[src/rtl/plp_pkg.sv]
// ----------------------------------------------------------------------------
// plp_pkg: shared definitions for the POV line player
// Command codes, field widths, defaults and the controller/datapath structs.
// ----------------------------------------------------------------------------
`default_nettype none

package plp_pkg;

  localparam int LINE_WIDTH_DEF  = 48;
  localparam int STORE_DEPTH_DEF = 4096;

  localparam int CMD_W       = 2;
  localparam int IN_LINE_W   = 48;
  localparam int INTERVAL_W  = 24;
  localparam int BIT_INDEX_W = 6;

  localparam logic [INTERVAL_W-1:0] INTERVAL_RESET = 24'd10000;

  localparam logic [CMD_W-1:0] CMD_TICK   = 2'd0;
  localparam logic [CMD_W-1:0] CMD_APPEND = 2'd1;
  localparam logic [CMD_W-1:0] CMD_CLEAR  = 2'd2;
  localparam logic [CMD_W-1:0] CMD_REMOVE = 2'd3;

  // controller -> datapath
  typedef struct packed {
    logic take;   // input request accepted this cycle
    logic load;   // load shift register from store read data
    logic shift;  // output bit taken, advance shift register
  } plp_cmd_t;

  // datapath -> controller
  typedef struct packed {
    logic expire;    // offered request is a tick that ends the interval
    logic last_bit;  // shift register sits on the last bit of the line
  } plp_stat_t;

endpackage

`default_nettype wire

[src/rtl/plp_ctrl.sv]
// ----------------------------------------------------------------------------
// plp_ctrl: sequencing state machine of the POV line player
// Accepts requests while idle, then loads and shifts out one line per expiry.
// ----------------------------------------------------------------------------
`default_nettype none

module plp_ctrl
  import plp_pkg::*;
(
  input  wire logic      clk,
  input  wire logic      rst_n,
  input  wire logic      in_valid,
  output logic           in_stall,
  output logic           out_valid,
  input  wire logic      out_stall,
  input  wire plp_stat_t stat,
  output plp_cmd_t       cmd
);

  typedef enum logic [2:0] {
    ST_IDLE  = 3'b001,
    ST_LOAD  = 3'b010,
    ST_SHIFT = 3'b100
  } state_t;

  state_t state_r, state_nxt;

  always_comb begin
    state_nxt = state_r;
    cmd       = '0;
    in_stall  = 1'b1;
    out_valid = 1'b0;
    unique case (state_r)
      ST_IDLE: begin
        in_stall = 1'b0;
        if (in_valid) begin
          cmd.take = 1'b1;
          if (stat.expire) begin
            state_nxt = ST_LOAD;
          end
        end
      end
      ST_LOAD: begin
        cmd.load  = 1'b1;
        state_nxt = ST_SHIFT;
      end
      ST_SHIFT: begin
        out_valid = 1'b1;
        if (!out_stall) begin
          cmd.shift = 1'b1;
          if (stat.last_bit) begin
            state_nxt = ST_IDLE;
          end
        end
      end
      default: begin
        state_nxt = ST_IDLE;
      end
    endcase
  end

  always_ff @(posedge clk) begin
    if (!rst_n) begin
      state_r <= ST_IDLE;
    end else begin
      state_r <= state_nxt;
    end
  end

`ifndef SYNTHESIS
  a_no_take_while_out: assert property (@(posedge clk) disable iff (!rst_n)
    out_valid |-> in_stall)
    else $error("input taken while a line is being shifted out");
  a_load_then_shift: assert property (@(posedge clk) disable iff (!rst_n)
    (state_r == ST_LOAD) |=> out_valid)
    else $error("load not followed by output");
  a_last_ends_line: assert property (@(posedge clk) disable iff (!rst_n)
    (cmd.shift && stat.last_bit) |=> !out_valid && !in_stall)
    else $error("line did not end after its last bit");
  a_expire_loads: assert property (@(posedge clk) disable iff (!rst_n)
    (cmd.take && stat.expire) |=> (state_r == ST_LOAD))
    else $error("expiring tick did not start a line");
`endif

endmodule

`default_nettype wire

[config.mk]
export PLATFORM = sky130hd
export DESIGN_NAME = plp_ctrl
export DESIGN_NICKNAME = d
export VERILOG_FILES = /design/src/rtl/plp_pkg.sv /design/src/rtl/plp_ctrl.sv
export SDC_FILE = /design/constraint.sdc
export NUM_CORES = 1
export LEC_CHECK = 0
export BUFFER_PORTS_ARGS = -buffer_cell sky130_fd_sc_hd__buf_4
export CORE_AREA = 2 2 39 41
export CTS_BUF_LIST = sky130_fd_sc_hd__clkbuf_2 sky130_fd_sc_hd__clkbuf_4 sky130_fd_sc_hd__clkbuf_8
export DETAILED_ROUTE_END_ITERATION = 16
export DIE_AREA = 0 0 41 43
export PLACE_DENSITY_LB_ADDON = 0.05
export SKIP_CTS_REPAIR_TIMING = 1
export SLEW_MARGIN = 40
export SYNTH_ARGS = -nofsm -noshare
export SYNTH_HDL_FRONTEND = slang
export SYNTH_SLANG_ARGS = --single-unit
[constraint.sdc]
create_clock -name clk -period 1.7 [get_ports clk]
set_input_delay 0.34 -clock clk [delete_from_list [all_inputs] [get_ports clk]]
set_output_delay 0.34 -clock clk [all_outputs]
set_load 0.05 [all_outputs]
# Word-level counts from Yosys, hierarchy flattened
# Cells that the tools add are included.
totals:
  rom_bits: 0
  regBits: 3
  ram_bits: 0
  input_bits: 6
  word_cells: 21
  latch_bits: 0
  mem_count: 0
op_classes:
  n_bitwise: 0
  n_eq_ne: 7
  n_div: 0
  n_lt_le_gt_ge: 0
  shifts: 0
  mux: 12
  multipliers: 0
  add_sub_neg: 0
  n_reduce_logical: 1
op_table:
  columns: ["op", "n"]
  rows:
  - ["two-way mux 3 bit", 4]
  - ["one-hot mux 3 bit (3 select lines)", 1]
  - ["inequality test 2 bit (second input constant)", 4]
  - ["two-way mux 1 bit", 7]
  - ["AND reduction 4 bit", 1]
  - ["equality test 3 x 1 -> 1 bit (second input constant)", 1]
  - ["equality test 3 x 2 -> 1 bit (second input constant)", 1]
  - ["equality test 3 bit (second input constant)", 1]

# Longest topological paths before layout
depth:
  ltp_word: 3
  depth_mapped: 4
  ltp_nobuf: 3

# Worst setup path before layout
# OpenSTA, ideal clock, no wires.
synth_timing:
  kind: "reg-to-output"
  start: "register state_r[2]"
  end: "output port cmd[0] (netlist name)"
  required_time_ns: 1.360
  path_slack_ns: -1.037
  arrival_ns: 2.397
  path_buffers: 0
  stages_incl_launch_ff: 3
  cell_sequence: "dfxtp_1 -> nor3b_1 -> nor2b_1"
synth_rtl:
  columns: ["item", "line", "rtl"]
  rows:
  - ["start, declared", "plp_ctrl.sv:26", "state_t state_r, state_nxt;"]
  - ["start signal, assigned", "plp_ctrl.sv:66", "state_r <= state_nxt;"]
  - ["end, declared", "plp_ctrl.sv:17", "output plp_cmd_t cmd"]

==> impl_results.md <==
- Root Driver: clkbuf_4
- CTS buffer count: 3
- DR top layer: met3
- Io pins: 11
- Drt via density: 3.48
- Ys Warns: 0
- Crit start category: flop
- Drt drc: 0
- Largest net degree at the start of global routing: 6
- Setup WS post-layout: 61.6 ps
- Critical Path RT: 1360 ps
- Post-Synthesis Cells: 17
- Post-Route Setup TNS: 0 ps
- Crit path max-delay family: simple AND/OR/NAND/NOR gates
- Biggest regs: state_r x3
- Initial Util: 0.105
- Grt total ovfl: 0
- Worst path arrival time: 1300 ps
- CTS tree: built
- Fmax: 610 MHz
- CTS Buffer Depth: 2
- Hold violation count in the final report: 0
- Mapped cell area: 145 µm²
- R2R cell count: 2
- Logic gate share of total power: 0.410
- First-pass GRT wire length: 662 µm
- Diode count: 0
- Commonest non-fill, non-tap cell in the layout: buf_4
- Post-layout min period: 1640 ps
- Post-Place Setup Slack: 205 ps
- Worst reg2reg endpoint: state_r[0]$_SDFFE_PN1P_
- Syn Nets: 23
- Fin crit share: 0.964
- Commonest non-fill, non-tap cells in the layout: buf_4, clkbuf_4, dfxtp_1
- Site Rows: 14
- Critical-path cell list: or3b_4, nor2_4, buf_6
- Min-Delay Endpoint: state_r[1]$_SDFFE_PN0P_
- Die width: 41 µm
- Clock transition at the registers of the reported paths: 40 ps
- Final WL: 410 µm
- DRT iter0 DRCs: 0
- Final net count: 37
- Hold path start: rst_n
- Die area: 1760 µm²
- Leak pwr: 0.000128 µW
- Vias in the first global route: 168
- Largest area contributor in the netlist: dfxtp_1
- Met2 wire len: 231 µm
- Initial antenna violation count: 0
- DR pass1 iterations: 1
- R2r startpoint: state_r[0]$_SDFFE_PN1P_
- M1 wire length: 152 µm
- Max incr delay on CP: 440 ps
- Placement Cell Area: 255 µm²
- CTS H-tree depth: 1
- Die Ht: 43 µm
- Tightest Pin Transition: 204 ps
- Yosys top cell area share: 0.414
- Sw Share: 0.372
- Gp weighted congestion: 0.515
- Post-Place Cells: 42
- Max VDD drop: 0.317 mV
- Wire per inst: 8.91 µm
- MaxCap Viol Count: 0
- DR vias: 160
- Layout area overhead: 101%
- Gr usage total: 0.0592
- Clk_lat worst skew: 230 ps
- Sink Count: 3
- Mean Syn Cell Area: 8.54 µm²
- Total power after layout: 394 µW
- Max reg flops: 3
- CP max FO: 5
- Worst Setup End Kind: primary output
- Hold crit path type: input port to flop
- Core area: 1380 µm²
- Final Cell Area: 292 µm²
- Final setup fails: 0
- RSZ-0062 raised after global routing: false
- Post-synth cell types: 12
- Status: finished, final reports clean
- NetSw: 147 µW
- Pint: 248 µW
- Layout Skew: 1.62 ps
- Final Max Slew Viols: 0
- Hold path depth: 3
- Reg-to-reg slack, setup: 510 ps
- Biggest register: state_r
- Flop and latch count out of synthesis: 3
- Met3 wire length: 26 µm
- Layout cell share with drive strength beyond 1: 0.667
- Reg power frac: 0.237
- Sequential fraction of the synthesis area: 0.414
- Crit Path Category: flop to primary output
- Relative slew slack: 0.863
- Power Density: 1350 nW/µm²
- Routed Antenna Nets: 0
- Clock share of power: 0.353
- Hpwl dp: 330 µm
- Critical path's slowest cell: or3b_4
- Buf+Inv Stages, Crit Path: 1
- Synth top area cells: dfxtp_1, nor3b_1, nor3_1
- Number of port buffers: 10
- Non-filler instance count after layout: 46
## power groups by stage
stage	sequential [µW]	clock, µW	combinational [µW]
2_1_floorplan	91.4	0	115
3_3_place_gp	92.8	0	152
3_5_place_dp	93.9	0	151
4_1_cts	92.8	147	152
5_1_grt	94.2	150	175
6_report	93.4	139	162
## worst min-delay path: cells and delay by family
kind                   cells  cell delay [ps]
buffers and inverters      2              180
and+or+nand+nor            1               60
## cells in the mapped netlist (all sizes together)
cell type	instances
nor2	1
a21oi	2
or3b	1
a211o	1
clkbuf	1
nor2b	1
nor3b	2
inv	2
dfxtp	3
nor3	2
nand2b	1
## layout make-up
cell class,count,area (µm²)
inverter,2,7.51
fill,161,1090
multi-input combinational,11,95.1
tap,16,20.0
sequential,3,60.1
clock buffer,4,30.0
timing repair buffer,10,78.8
## stage by stage
stage | hold WS, ps | utilization
2_1_floorplan | 506 | -
3_3_place_gp | 639 | 0.184
3_5_place_dp | 640 | 0.184
4_1_cts | 396 | 0.206
5_1_grt | 435 | 0.211
6_report | 401 | 0.211
## how the worst max path moves through the flow
stage                            start  endpoint  slack, ps  cells past startpoint
6_report       state_r[0]$_SDFFE_PN1P_    cmd[2]         60                      3
5_1_grt        state_r[0]$_SDFFE_PN1P_    cmd[2]         10                      3
4_1_cts        state_r[0]$_SDFFE_PN1P_    cmd[2]        -50                      3
3_5_place_dp   state_r[0]$_SDFFE_PN1P_    cmd[2]        210                      3
3_3_place_gp   state_r[0]$_SDFFE_PN1P_    cmd[2]        220                      3
2_1_floorplan  state_r[2]$_SDFFE_PN0P_    cmd[0]       -300                      2
## metal layers
layer	track usage	vias to the layer above
li1	-	82
met1	0.0609	74
met2	0.0875	4
met3	0.0157	0
met4	0.0600	0
met5	0	-
## logic make-up after synthesis
logic type             count (synthesis)  share of synthesized area
AND/OR/NAND/NOR                        8                      0.345
AO/OA/AOI/OAI                          3                      0.155
flip-flops                             3                      0.414
buffers and inverters                  3                     0.0862
Note: power is estimated with default switching activity, not from simulation.
